<file path="src/rtl/core/lld_pkg.sv">
// Shared types and codes for the sorted linked list deque core.
package lld_pkg;

  localparam int unsigned NODES_DEF    = 256;
  localparam int unsigned KEY_BITS_DEF = 32;
  localparam int unsigned CMD_W        = 3;
  localparam int unsigned NODE_W       = 8;
  localparam int unsigned IN_KEY_W     = 32;
  localparam int unsigned STATUS_W     = 2;

  typedef enum logic [CMD_W-1:0] {
    CMD_PUSH    = 3'd0,
    CMD_UNSHIFT = 3'd1,
    CMD_POP     = 3'd2,
    CMD_SHIFT   = 3'd3,
    CMD_INSERT  = 3'd4,
    CMD_DELETE  = 3'd5,
    CMD_SEARCH  = 3'd6
  } cmd_e;

  typedef enum logic [STATUS_W-1:0] {
    ST_DONE   = 2'd0,
    ST_REJECT = 2'd1,
    ST_EMPTY  = 2'd2
  } status_e;

  typedef enum logic [2:0] {
    HIT_NONE,
    HIT_TAIL,
    HIT_ANY,
    HIT_NODE,
    HIT_GE,
    HIT_EQ
  } hit_e;

  typedef enum logic [1:0] {
    ACT_NONE,
    ACT_INSERT,
    ACT_REMOVE
  } act_e;

  typedef enum logic [1:0] {
    S_IDLE,
    S_SCAN,
    S_APPLY
  } state_e;

  // Control broadcast to every cell.
  typedef struct packed {
    hit_e              mode;
    act_e              act;
    logic              clear;
    logic              any;
    logic [NODE_W-1:0] node;
  } ctl_t;

  // First-hit token rippled along the chain.
  typedef struct packed {
    logic              found;
    logic              eq;
    logic [NODE_W-1:0] node;
  } fw_t;

endpackage

</file>
<file path="src/rtl/core/lld_cell.sv">
// One list position: holds a slot and its key, shifts with its neighbors.
module lld_cell #(
  parameter int unsigned KEY_BITS = lld_pkg::KEY_BITS_DEF
) (
  input  logic                              clk_i,
  input  logic                              rst_ni,
  input  lld_pkg::ctl_t                     ctl_i,
  input  logic signed [KEY_BITS-1:0]        key_i,
  input  logic                              left_valid_i,
  input  logic [lld_pkg::NODE_W-1:0]        left_node_i,
  input  logic signed [KEY_BITS-1:0]        left_key_i,
  input  logic                              right_valid_i,
  input  logic [lld_pkg::NODE_W-1:0]        right_node_i,
  input  logic signed [KEY_BITS-1:0]        right_key_i,
  input  lld_pkg::fw_t                      fw_i,
  output lld_pkg::fw_t                      fw_o,
  output logic                              valid_o,
  output logic [lld_pkg::NODE_W-1:0]        node_o,
  output logic signed [KEY_BITS-1:0]        key_o
);

  logic                           valid_q, valid_d;
  logic [lld_pkg::NODE_W-1:0]     node_q, node_d;
  logic signed [KEY_BITS-1:0]     key_q, key_d;
  lld_pkg::fw_t                   fw_q, fw_d;
  logic                           hit;
  logic                           first;
  logic                           after;

  always_comb begin
    case (ctl_i.mode)
      lld_pkg::HIT_NONE: hit = 1'b0;
      lld_pkg::HIT_TAIL: hit = valid_q & ~right_valid_i;
      lld_pkg::HIT_ANY:  hit = valid_q;
      lld_pkg::HIT_NODE: hit = valid_q & (node_q == ctl_i.node);
      lld_pkg::HIT_GE:   hit = valid_q & (key_q >= key_i);
      lld_pkg::HIT_EQ:   hit = valid_q & (key_q == key_i);
      default:           hit = 1'b0;
    endcase
  end

  assign first = hit & ~fw_i.found;
  assign after = fw_i.found;

  // Clear on a new command, else pass the first hit on, or announce this one.
  always_comb begin
    if (ctl_i.clear) begin
      fw_d = '0;
    end else if (fw_i.found) begin
      fw_d = fw_i;
    end else begin
      fw_d.found = hit;
      fw_d.eq    = hit & (key_q == key_i);
      fw_d.node  = node_q;
    end
  end

  always_comb begin
    valid_d = valid_q;
    node_d  = node_q;
    key_d   = key_q;
    case (ctl_i.act)
      lld_pkg::ACT_INSERT: begin
        if (first || (!ctl_i.any && !valid_q && left_valid_i)) begin
          valid_d = 1'b1;
          node_d  = ctl_i.node;
          key_d   = key_i;
        end else if (after) begin
          valid_d = left_valid_i;
          node_d  = left_node_i;
          key_d   = left_key_i;
        end
      end
      lld_pkg::ACT_REMOVE: begin
        if (first || after) begin
          valid_d = right_valid_i;
          node_d  = right_node_i;
          key_d   = right_key_i;
        end
      end
      default: begin
      end
    endcase
  end

  always_ff @(posedge clk_i or negedge rst_ni) begin
    if (!rst_ni) begin
      valid_q <= 1'b0;
      fw_q    <= '0;
    end else begin
      valid_q <= valid_d;
      fw_q    <= fw_d;
    end
  end

  always_ff @(posedge clk_i) begin
    node_q <= node_d;
    key_q  <= key_d;
  end

  assign fw_o    = fw_q;
  assign valid_o = valid_q;
  assign node_o  = node_q;
  assign key_o   = key_q;

endmodule

</file>
<file path="config.mk">
export PLATFORM = sky130hd
export DESIGN_NAME = lld_cell
export DESIGN_NICKNAME = d
export VERILOG_FILES = /design/src/rtl/core/lld_pkg.sv /design/src/rtl/core/lld_cell.sv
export SDC_FILE = /design/constraint.sdc
export NUM_CORES = 1
export LEC_CHECK = 0
export BUFFER_PORTS_ARGS = -buffer_cell sky130_fd_sc_hd__clkbuf_2
export CORE_MARGIN = 1.5
export CORE_UTILIZATION = 40
export CTS_BUF_LIST = sky130_fd_sc_hd__clkbuf_16
export CTS_CLUSTER_DIAMETER = 200
export DETAILED_ROUTE_END_ITERATION = 8
export PLACE_DENSITY = 0.8
export SLEW_MARGIN = 20
export SYNTH_ARGS = -nofsm -noshare
export SYNTH_HDL_FRONTEND = slang
export SYNTH_SLANG_ARGS = --single-unit
</file>
<file path="constraint.sdc">
create_clock -name clk_i -period 4.4 [get_ports clk_i]
set_input_delay 0.22 -clock clk_i [delete_from_list [all_inputs] [get_ports clk_i]]
set_output_delay 0.22 -clock clk_i [all_outputs]
set_load 0.02 [all_outputs]
</file>
==> impl_metrics.json, run 1 <==
{
  "cp.required_ns": 4.32,
  "holdWs_ns": 0.181,
  "ant_nets": 0,
  "vias": 4031,
  "register_area_um2": 1480,
  "leakage_nw": 2.42,
  "post_cts_resized": 0,
  "period_needed_ns": 3.77,
  "ys_types": 44,
  "end_kind": "flop",
  "place_congestion": 0.841,
  "grt_max_degree": 43,
  "place_area_um2": 4930,
  "netlist.top_cell.by_area": "edfxtp_1",
  "core_area_um2": 9640,
  "max_freq_mhz": 265,
  "rows": 36,
  "path_max_fanout": 40,
  "syn2layout_area_growth_pct": 29.7,
  "ir_drop_uv": 152,
  "antenna_found_initial": 0,
  "initial_core_util_pct": 40.8,
  "p_per_area_nw_per_um2": 308,
  "grt_pass1_wl_um": 18800,
  "drt_wl_total_um": 12400,
  "max_stage_delay_ns": 0.62,
  "synth-seq-cells": 51,
  "cp_num_buf_inv": 0,
  "setup_tns_ns": 0,
  "status": "completed",
  "synth_common_cells": "nand2_1 (51), nand3_1 (42), o211ai_1 (42)",
  "drtIter0Drc": 198,
  "total_power_mw": 1.57,
  "ys_async_sr_fraction_pct": 21.6,
  "io_pins": 192,
  "wl_per_cell_um": 17.1,
  "layout-drive-gt1-share_pct": 36.7,
  "dieWidth_um": 102,
  "syn_avg_cell_area_um2": 9.26,
  "grt.total_usage_pct": 23.1,
  "instances_no_fill": 725,
  "cp-start-kind": "flop",
  "num-fill-cells": 919,
  "maxCapViolations": 0,
  "cts.clk_slew.worst_paths_ns": 0.07,
  "rsz0062_at_grt": "false",
  "dieArea_um2": 10400,
  "diodes": 0,
  "fin_worst_skew_ns": 0.00893,
  "post_cts_buffers": 0,
  "vias_per_cell": 5.56,
  "insertion_delay_ns": 0.29,
  "grt_pass1_vias": 3965,
  "portBuffers": 191,
  "min_period_over_period_pct": 85.6,
  "synth_top_area_share_pct": 30.5,
  "synth_seq_area_share_pct": 37.5,
  "cts_buffer_depth": 2,
  "first_pass_iters": 5,
  "htreeDepth": 2,
  "syn_nets": 598,
  "place_inst": 716,
  "synth_area_um2": 3930,
  "worst_path_max_delay_cell": "a22o_2",
  "netlist_top_cells_area": "edfxtp_1 (31%), ha_1 (10%), o2111ai_1 (8.9%)",
  "syn_inst": 425,
  "path_class": "flop to flop",
  "yosys_most_used_dff": "edfxtp_1",
  "fin_nets": 764,
  "grt_overflow_total": 0,
  "cp_top_family": "compound AO/OA/AOI/OAI gates",
  "worst_slew_pin_slew_ns": 1.07,
  "die_h_um": 102,
  "cts_tree": "done",
  "yosysWarnings": 0,
  "pre_cts_ws_ns": 0.667,
  "critPathArrivalTime_ns": 3.68,
  "hold_buffers": 1,
  "setup_violations": 0,
  "slew_headroom_pct": 28.7,
  "drv_slew": 0,
  "worst_path_most_repeated_cell": "a311oi_1",
  "drc": 0,
  "synth_most_common_cell": "nand2_1",
  "synth_edf_count": 40,
  "multi_input_area_um2": 2160,
  "cts_root_buffer": "clkbuf_16",
  "dp_hpwl_um": 9540,
  "design_area_um2": 5100,
  "numCtsBuffers": 5,
  "cts_sinks": 51,
  "hold_class": "primary input to flop",
  "timing.final.hold_violations": 0,
  "fin_util_pct": 52.9,
  "layout_setup_ws_ns": 0.633,
  "crit_chain": "ha_1 -> nand4_1 -> nor4_4 -> a311oi_1 -> nand2_1 -> a311oi_1 -> o22a_2 -> nand2b_1 -> a22o_2"
}
==> final timing paths <==
kind	start	end	slack, ns	cells past startpoint
max	key_o[15]$_DFFE_PP_	key_o[24]$_DFFE_PP_	0.63	9
min	fw_i[2]	fw_o[2]$_DFF_PN0_	0.18	3
max reg2reg	key_o[15]$_DFFE_PP_	key_o[24]$_DFFE_PP_	0.63	9
min reg2reg	node_o[2]$_DFFE_PP_	fw_o[2]$_DFF_PN0_	0.59	2
max in group asynchronous	rst_ni	fw_o[5]$_DFF_PN0_	3.84	2
min in group asynchronous	rst_ni	valid_o$_DFFE_PN0P_	0.34	2
==> power breakdown <==
| group | switching (mW) | leakage (nW) | internal (mW) |
|---|---|---|---|
| Sequential | 0.0341 | 0.522 | 0.591 |
| Combinational | 0.317 | 1.81 | 0.201 |
| Clock | 0.182 | 0.0827 | 0.246 |
| Total | 0.534 | 2.42 | 1.04 |
==> placed cells by master, fill, tap and decap left out, types with 11 or more instances in the layout <==
master	n
ha_1	32
o2111ai_1	40
a21oi_1	13
o211ai_1	42
inv_1	34
dfrtp_1	11
nand3_1	42
clkbuf_2	191
edfxtp_1	40
nand2_1	51
nor2_1	15
==> flip-flops by register name, summed over array words and instances, names as in the netlist <==
signal   count
key_o       32
node_o       8
fw_o        10
valid_o      1
==> worst register-to-register path, stage by stage, from the launching register on <==
cell,delay (ns)
edfxtp_1,0.41
ha_1,0.32
nand4_1,0.20
nor4_4,0.09
a311oi_1,0.44
nand2_1,0.10
a311oi_1,0.45
o22a_2,0.55
nand2b_1,0.18
a22o_2,0.62
==> area by class of cell <==
class	count	share of cell area, %
clock inverters	2	0.245
multi-input cells	301	42.3
repair buffers	198	19.8
well taps	133	3.26
flip-flops and latches	51	28.9
clock buffers	6	2.94
inverters	34	2.50
==> cell families after synthesis <==
logic type,after synthesis,share of synthesized area (%)
AO/OA/AOI/OAI,116,22.7
XOR/XNOR,8,1.78
adder cells (fa/ha/maj),32,10.2
buffers and inverters,73,8.05
flip-flops,51,37.5
multiplexers,8,2.04
AND/OR/NAND/NOR,137,17.7
==> metal layers <==
layer / vias to the layer above / GRT usage [%] / part of all wire, % / wire [µm]
met3: 25 / 4.58 / 7.1 / 876
met5: - / 0 / 0 / 0
met4: 0 / 7.69 / 1.9 / 238
met1: 1856 / 28.1 / 41 / 5060
li1: 1956 / - / - / -
met2: 194 / 40.9 / 50 / 6230
No activity file was read; power rests on OpenSTA's default activity.
==> inputs of run 2 (changes only) <==
--- a/config.mk
+++ b/config.mk
@@ -9,9 +9,9 @@
 export CORE_MARGIN = 1.5
 export CORE_UTILIZATION = 40
 export CTS_BUF_LIST = sky130_fd_sc_hd__clkbuf_16
-export CTS_CLUSTER_DIAMETER = 200
 export DETAILED_ROUTE_END_ITERATION = 8
 export PLACE_DENSITY = 0.8
+export REMOVE_ABC_BUFFERS = 1
 export SLEW_MARGIN = 20
 export SYNTH_ARGS = -nofsm -noshare
 export SYNTH_HDL_FRONTEND = slang
==> run 2 against run 1 <==
  * Clock skew fell by 0.0036 ns
  * Flip-flop and latch count did not move
  * Via count rose by 0.79%
  * Sequential share of layout area rose by 0.078 points
  * Total power fell by 2.0%
  * Critical path depth rose by 1
  * Cell count fell by 0.14%
  * Clock power fell by 6.1%
  * Critical endpoint is now key_o[8]$_DFFE_PP_
  * Global-route usage fell by 0.76 points
  * First-iteration DRC count fell by 31%
==> impl_metrics.json, run 2 (synthesis gave the netlist of run 1 again) <==
{
  "status": "completed",
  "end_kind": "flop",
  "portBuffers": 191,
  "core_area_um2": 9640,
  "total_power_mw": 1.54,
  "place_congestion": 0.813,
  "post_cts_buffers": 0,
  "crit_chain": "ha_1 -> nand4_1 -> nor4_4 -> a311oi_1 -> nand2_1 -> a311oi_1 -> o22a_2 -> nand2b_1 -> a22o_2 -> buf_4",
  "cts_root_buffer": "clkbuf_16",
  "drv_slew": 0,
  "hold_class": "primary input to flop",
  "dp_hpwl_um": 8870,
  "worst_path_most_repeated_cell": "a311oi_1",
  "wl_per_cell_um": 16.4,
  "cts.clk_slew.worst_paths_ns": 0.07,
  "antenna_found_initial": 0,
  "hold_start": "fw_i[8]",
  "first_pass_iters": 4,
  "worst_slew_pin_slew_ns": 0.957,
  "drtIter0Drc": 136,
  "layout_setup_ws_ns": 0.700,
  "critPathArrivalTime_ns": 3.72,
  "min_period_over_period_pct": 84.1,
  "io_pins": 192,
  "p_per_area_nw_per_um2": 303,
  "rows": 36,
  "grt.total_usage_pct": 22.4,
  "syn2layout_area_growth_pct": 29.4,
  "ir_drop_uv": 187,
  "timing.final.hold_violations": 0,
  "largest_reg_flops": 32,
  "fin_util_pct": 52.8,
  "drt_wl_total_um": 11900,
  "setup_tns_ns": 0,
  "grt_max_degree": 82,
  "vias_per_cell": 5.61,
  "layout_commonest_cell": "clkbuf_2",
  "period_needed_ns": 3.70,
  "vias": 4063,
  "htreeDepth": 2,
  "initial_core_util_pct": 40.8,
  "dieWidth_um": 102,
  "place_inst": 715,
  "maxCapViolations": 0,
  "cp.required_ns": 4.42,
  "hold_depth": 3,
  "setup_violations": 0,
  "diodes": 0,
  "path_depth": 10,
  "rsz0062_at_grt": "false",
  "cts_tree": "done",
  "insertion_delay_ns": 0.29,
  "layout_common_cells": "clkbuf_2 (191), nand2_1 (50), nand3_1 (42), o211ai_1 (42)",
  "ant_nets": 0,
  "drc": 0,
  "worst_path_max_delay_cell": "o22a_2",
  "path_class": "flop to flop",
  "crit_start": "key_o[15]$_DFFE_PP_",
  "r2r_slack_ns": 0.70,
  "grt_pass1_wl_um": 18600,
  "path_max_fanout": 24,
  "cts_buffer_depth": 2,
  "cp_top_family": "compound AO/OA/AOI/OAI gates",
  "instances_no_fill": 724,
  "numCtsBuffers": 5,
  "cp-start-kind": "flop",
  "dieArea_um2": 10400,
  "max_stage_delay_ns": 0.51,
  "pre_cts_ws_ns": 0.677,
  "grt_pass1_vias": 3998,
  "layout-drive-gt1-share_pct": 36.7,
  "max_freq_mhz": 270,
  "r2r_end": "key_o[8]$_DFFE_PP_",
  "slew_headroom_pct": 36.1,
  "fin_worst_skew_ns": 0.00530,
  "fin_nets": 763,
  "leakage_nw": 2.40,
  "cts_sinks": 51,
  "cp_num_buf_inv": 1,
  "grt_overflow_total": 0,
  "endpoint": "key_o[8]$_DFFE_PP_",
  "ff2ff_path_depth": 10,
  "die_h_um": 102,
  "rr_startpoint": "key_o[15]$_DFFE_PP_"
}
==> run 2: cell types whose count changed in the layout (fill, tap and decap cells not counted), sizes merged <==
cell,delta
clkbuf,-1
buf,-1
clkinv,+2
inv,-1
==> run 2: timing repair <==
action | 4_1_cts | 5_1_grt
hold endpoints to repair | 11 | 0
gates resized for setup | 0 | 0
hold buffers | 1 | 0
==> run 2: worst register-to-register path: stages (launching register included) <==
cell      delay (ns)
edfxtp_1        0.40
ha_1            0.33
nand4_1         0.17
nor4_4          0.08
a311oi_1        0.43
nand2_1         0.10
a311oi_1        0.44
o22a_2          0.51
nand2b_1        0.18
a22o_2          0.46
buf_4           0.32
==> run 2: report_power, final <==
group          switching, mW  internal, mW
Combinational          0.315         0.200
Sequential            0.0325         0.590
Clock                  0.186         0.217
==> run 2: per-stage QoR <==
| step | hold slack [ns] | instance area, µm² |
|---|---|---|
| 2_1_floorplan | -0.0756 | 3740 |
| 3_3_place_gp | 0.0978 | 4930 |
| 3_5_place_dp | 0.0998 | 4930 |
| 4_1_cts | 0.172 | 5090 |
| 5_1_grt | 0.192 | 5090 |
| 6_report | 0.175 | 5090 |
==> run 2: how the worst min path moves through the flow <==
stage,end
floorplan,fw_o[0]$_DFF_PN0_
global placement,fw_o[6]$_DFF_PN0_
detailed placement,fw_o[2]$_DFF_PN0_
CTS,fw_o[8]$_DFF_PN0_
global route,fw_o[7]$_DFF_PN0_
finish,fw_o[8]$_DFF_PN0_
==> run 2: cell type report <==
cell class                      instances  area [µm²]
Multi-Input combinational cell        301        2160
Tap cell                              133         166
Fill cell                             947        4550
Sequential cell                        51        1480
Timing Repair Buffer                  197        1000
Inverter                               34         128
Clock inverter                          3        28.8
Clock buffer                            5         125
==> run 2: per-layer routing <==
| metal | up-vias | part of all wire, % | GRT usage (%) |
|---|---|---|---|
| met4 | 0 | 1.2 | 8.54 |
| li1 | 1953 | - | - |
| met3 | 14 | 8.0 | 3.90 |
| met2 | 204 | 49 | 39.3 |
| met5 | - | 0 | 0 |
| met1 | 1892 | 41 | 27.3 |
==> inputs of run 3 (changes only) <==
--- a/config.mk
+++ b/config.mk
@@ -5,6 +5,7 @@
 export SDC_FILE = /design/constraint.sdc
 export NUM_CORES = 1
 export LEC_CHECK = 0
+export ABC_AREA = 1
 export BUFFER_PORTS_ARGS = -buffer_cell sky130_fd_sc_hd__clkbuf_2
 export CORE_MARGIN = 1.5
 export CORE_UTILIZATION = 40
==> constraint.sdc (replaced) <==
create_clock -name clk_i -period 3.7 [get_ports clk_i]
set_input_delay 0.185 -clock clk_i [delete_from_list [all_inputs] [get_ports clk_i]]
set_output_delay 0.185 -clock clk_i [all_outputs]
set_load 0.02 [all_outputs]
==> run 3 against run 2 <==
  * Wire length decreased by 9.5%
  * Die area decreased by 0.37%
  * Synthesized area decreased by 0.38%
  * Largest power group unchanged
==> impl_metrics.json, run 3 <==
{
  "status": "completed",
  "hold_start": "fw_i[3]",
  "yosys_most_used_dff": "edfxtp_1",
  "setup_tns_ns": 0,
  "ys_async_sr_fraction_pct": 21.6,
  "rsz0062_at_grt": "false",
  "dieArea_um2": 10400,
  "vias_per_cell": 4.67,
  "dieWidth_um": 102,
  "insertion_delay_ns": 0.28,
  "layout_common_cells": "clkbuf_2 (191), nand2_1 (178), inv_1 (101), nand3_1 (90), edfxtp_1 (40)",
  "post_cts_resized": 0,
  "ir_drop_uv": 205,
  "netlist_top_cells_area": "edfxtp_1 (31%), nand2_1 (17%), nand3_1 (12%)",
  "synth_area_um2": 3920,
  "maxCapViolations": 0,
  "yosysWarnings": 0,
  "place_congestion": 0.767,
  "cts_root_buffer": "clkbuf_16",
  "drv_slew": 0,
  "cts_sinks": 51,
  "synth_most_common_cell": "nand2_1",
  "rr_startpoint": "key_o[15]$_DFFE_PP_",
  "cts_tree": "done",
  "ys_types": 27,
  "grt_pass1_wl_um": 17400,
  "path_class": "flop to flop",
  "layout-drive-gt1-share_pct": 28.7,
  "crit_chain": "ha_1 -> nand2_1 -> nor2_1 -> nand2_1 -> nor4_1 -> inv_1 -> nor2_2 -> inv_1 -> nand3_1 -> nand2_1 -> nand3_1 -> nand2_1 -> nand2_2 -> nand2_1 -> nand3_1 -> nand2_1 -> inv_2 -> buf_12",
  "htreeDepth": 2,
  "grt.total_usage_pct": 20.9,
  "synth_top_area_share_pct": 30.7,
  "worst_path_most_repeated_cell": "nand2_1",
  "layout_commonest_cell": "clkbuf_2",
  "largest_reg_flops": 32,
  "end_kind": "flop",
  "worst_path_max_delay_cell": "edfxtp_1",
  "min_period_over_period_pct": 79.7,
  "period_needed_ns": 2.95,
  "diodes": 0,
  "num-fill-cells": 976,
  "syn2layout_area_growth_pct": 31.4,
  "timing.final.hold_violations": 0,
  "cp_num_buf_inv": 4,
  "first_pass_iters": 4,
  "max_freq_mhz": 339,
  "synth_common_cells": "nand2_1 (178), inv_1 (102), nand3_1 (91)",
  "p_per_area_nw_per_um2": 349,
  "synth_seq_area_share_pct": 37.7,
  "path_max_fanout": 35,
  "die_h_um": 102,
  "cp_top_family": "simple AND/OR/NAND/NOR gates",
  "initial_core_util_pct": 41.8,
  "critPathArrivalTime_ns": 2.92,
  "core_area_um2": 9370,
  "synth-seq-cells": 51,
  "fin_worst_skew_ns": 0.00731,
  "post_cts_buffers": 0,
  "dp_hpwl_um": 8170,
  "ant_nets": 0,
  "cp.required_ns": 3.67,
  "grt_max_degree": 43,
  "setup_violations": 0,
  "cp-start-kind": "flop",
  "portBuffers": 191,
  "drtIter0Drc": 109,
  "drt_wl_total_um": 10800,
  "synth_edf_count": 40,
  "rows": 35,
  "place_inst": 854,
  "ff2ff_path_depth": 18,
  "register_area_um2": 1480,
  "hold_depth": 3,
  "drc": 0,
  "design_area_um2": 5150,
  "instances_no_fill": 863,
  "grt_pass1_vias": 3880,
  "cts.clk_slew.worst_paths_ns": 0.07,
  "grt_overflow_total": 0,
  "numCtsBuffers": 5,
  "vias": 4034,
  "antenna_found_initial": 0,
  "slew_headroom_pct": 66.5,
  "hold-path-endpoint": "fw_o[3]$_DFF_PN0_",
  "r2r_end": "node_o[4]$_DFFE_PP_",
  "syn_avg_cell_area_um2": 7.11,
  "syn_inst": 551,
  "hold_class": "primary input to flop",
  "wl_per_cell_um": 12.5,
  "max_stage_delay_ns": 0.41,
  "worst_slew_pin_slew_ns": 0.502,
  "leakage_nw": 3.00,
  "pre_cts_ws_ns": 0.743,
  "place_area_um2": 4980,
  "netlist.top_cell.by_area": "edfxtp_1",
  "fin_nets": 906,
  "multi_input_area_um2": 1950,
  "layout_setup_ws_ns": 0.752,
  "r2r_slack_ns": 0.75,
  "io_pins": 192,
  "fin_util_pct": 55.0,
  "cts_buffer_depth": 2
}
==> run 3: changes by cell type in the layout (fill, tap and decap cells not counted), sizes merged, moves of 5 or more <==
cell / previous run / this run
nor2: 15 / 24
nand3: 42 / 92
mux2i: 8 / 0
nand2: 51 / 180
xnor2: 8 / 0
a21oi: 13 / 22
nand4: 9 / 3
o2111ai: 40 / 0
o211ai: 42 / 0
inv: 35 / 102
xor2: 0 / 5
nor2b: 7 / 0
==> run 3: tightest hold or removal path, stage by stage <==
cell	delay (ns)
clkbuf_2	0.08
nand2_1	0.05
a21oi_1	0.06
==> run 3: layout make-up <==
cell class              count  share of cell area [%]
multi-input cells         375                    37.9
flip-flops and latches     51                    28.7
repair buffers            197                    19.7
inverters                 103                    7.51
well taps                 129                    3.13
clock buffers               6                    2.92
clock inverters             2                   0.170
==> run 3: cells by family (layout without fill, tap and decap cells) <==
logic type | Yosys count | after routing | share of synthesized area, %
xor gates and xnor gates | 5 | 5 | 1.12
and+or+nand+nor | 305 | 305 | 33.3
AOI/OAI and AO/OA | 33 | 33 | 4.82
DFF | 51 | 51 | 37.7
adders and majority gates | 32 | 32 | 10.2
buffers and inverters | 125 | 308 | 12.9
==> run 3: power by group <==
part / switching (mW) / internal [mW] / leakage [nW]
sequential: 0.0343 / 0.695 / 0.519
combinational: 0.353 / 0.221 / 2.40
clock: 0.206 / 0.289 / 0.0794
==> run 3: worst max path at each step <==
stage	from	endpoint	slack (ns)	depth (start not counted)
final	key_o[15]$_DFFE_PP_	node_o[4]$_DFFE_PP_	0.75	18
after CTS	key_o[15]$_DFFE_PP_	key_o[17]$_DFFE_PP_	0.72	18
after floorplan	ctl_i[11]	key_o[0]$_DFFE_PP_	-0.55	6
after global placement	key_o[15]$_DFFE_PP_	key_o[23]$_DFFE_PP_	0.89	18
after detailed placement	key_o[15]$_DFFE_PP_	key_o[1]$_DFFE_PP_	0.74	18
after global routing	key_o[15]$_DFFE_PP_	node_o[6]$_DFFE_PP_	0.49	18
==> run 3: metal layers <==
| layer | routed length (µm) | part of all wire (%) | vias to the layer above | track usage [%] |
|---|---|---|---|---|
| li1 | - | - | 2113 | - |
| met5 | 0 | 0 | - | 0 |
| met4 | 117 | 1.1 | 0 | 4.32 |
| met2 | 5080 | 47 | 145 | 37.0 |
| met3 | 773 | 7.2 | 8 | 4.04 |
| met1 | 4810 | 45 | 1768 | 26.6 |
==> run 3: metrics by stage <==
stage / hold slack, ns / total power, mW
after floorplan: -0.111 / 1.09
after global placement: 0.0655 / 1.31
after detailed placement: 0.0660 / 1.32
after CTS: 0.123 / 1.81
after global routing: 0.126 / 1.91
final: 0.129 / 1.80
==> run 3: what timing repair did <==
action                                  in CTS  in global routing
hold endpoints to repair                    11                  0
hold buffers                                 1                  0
endpoints found under the setup margin       0                  0
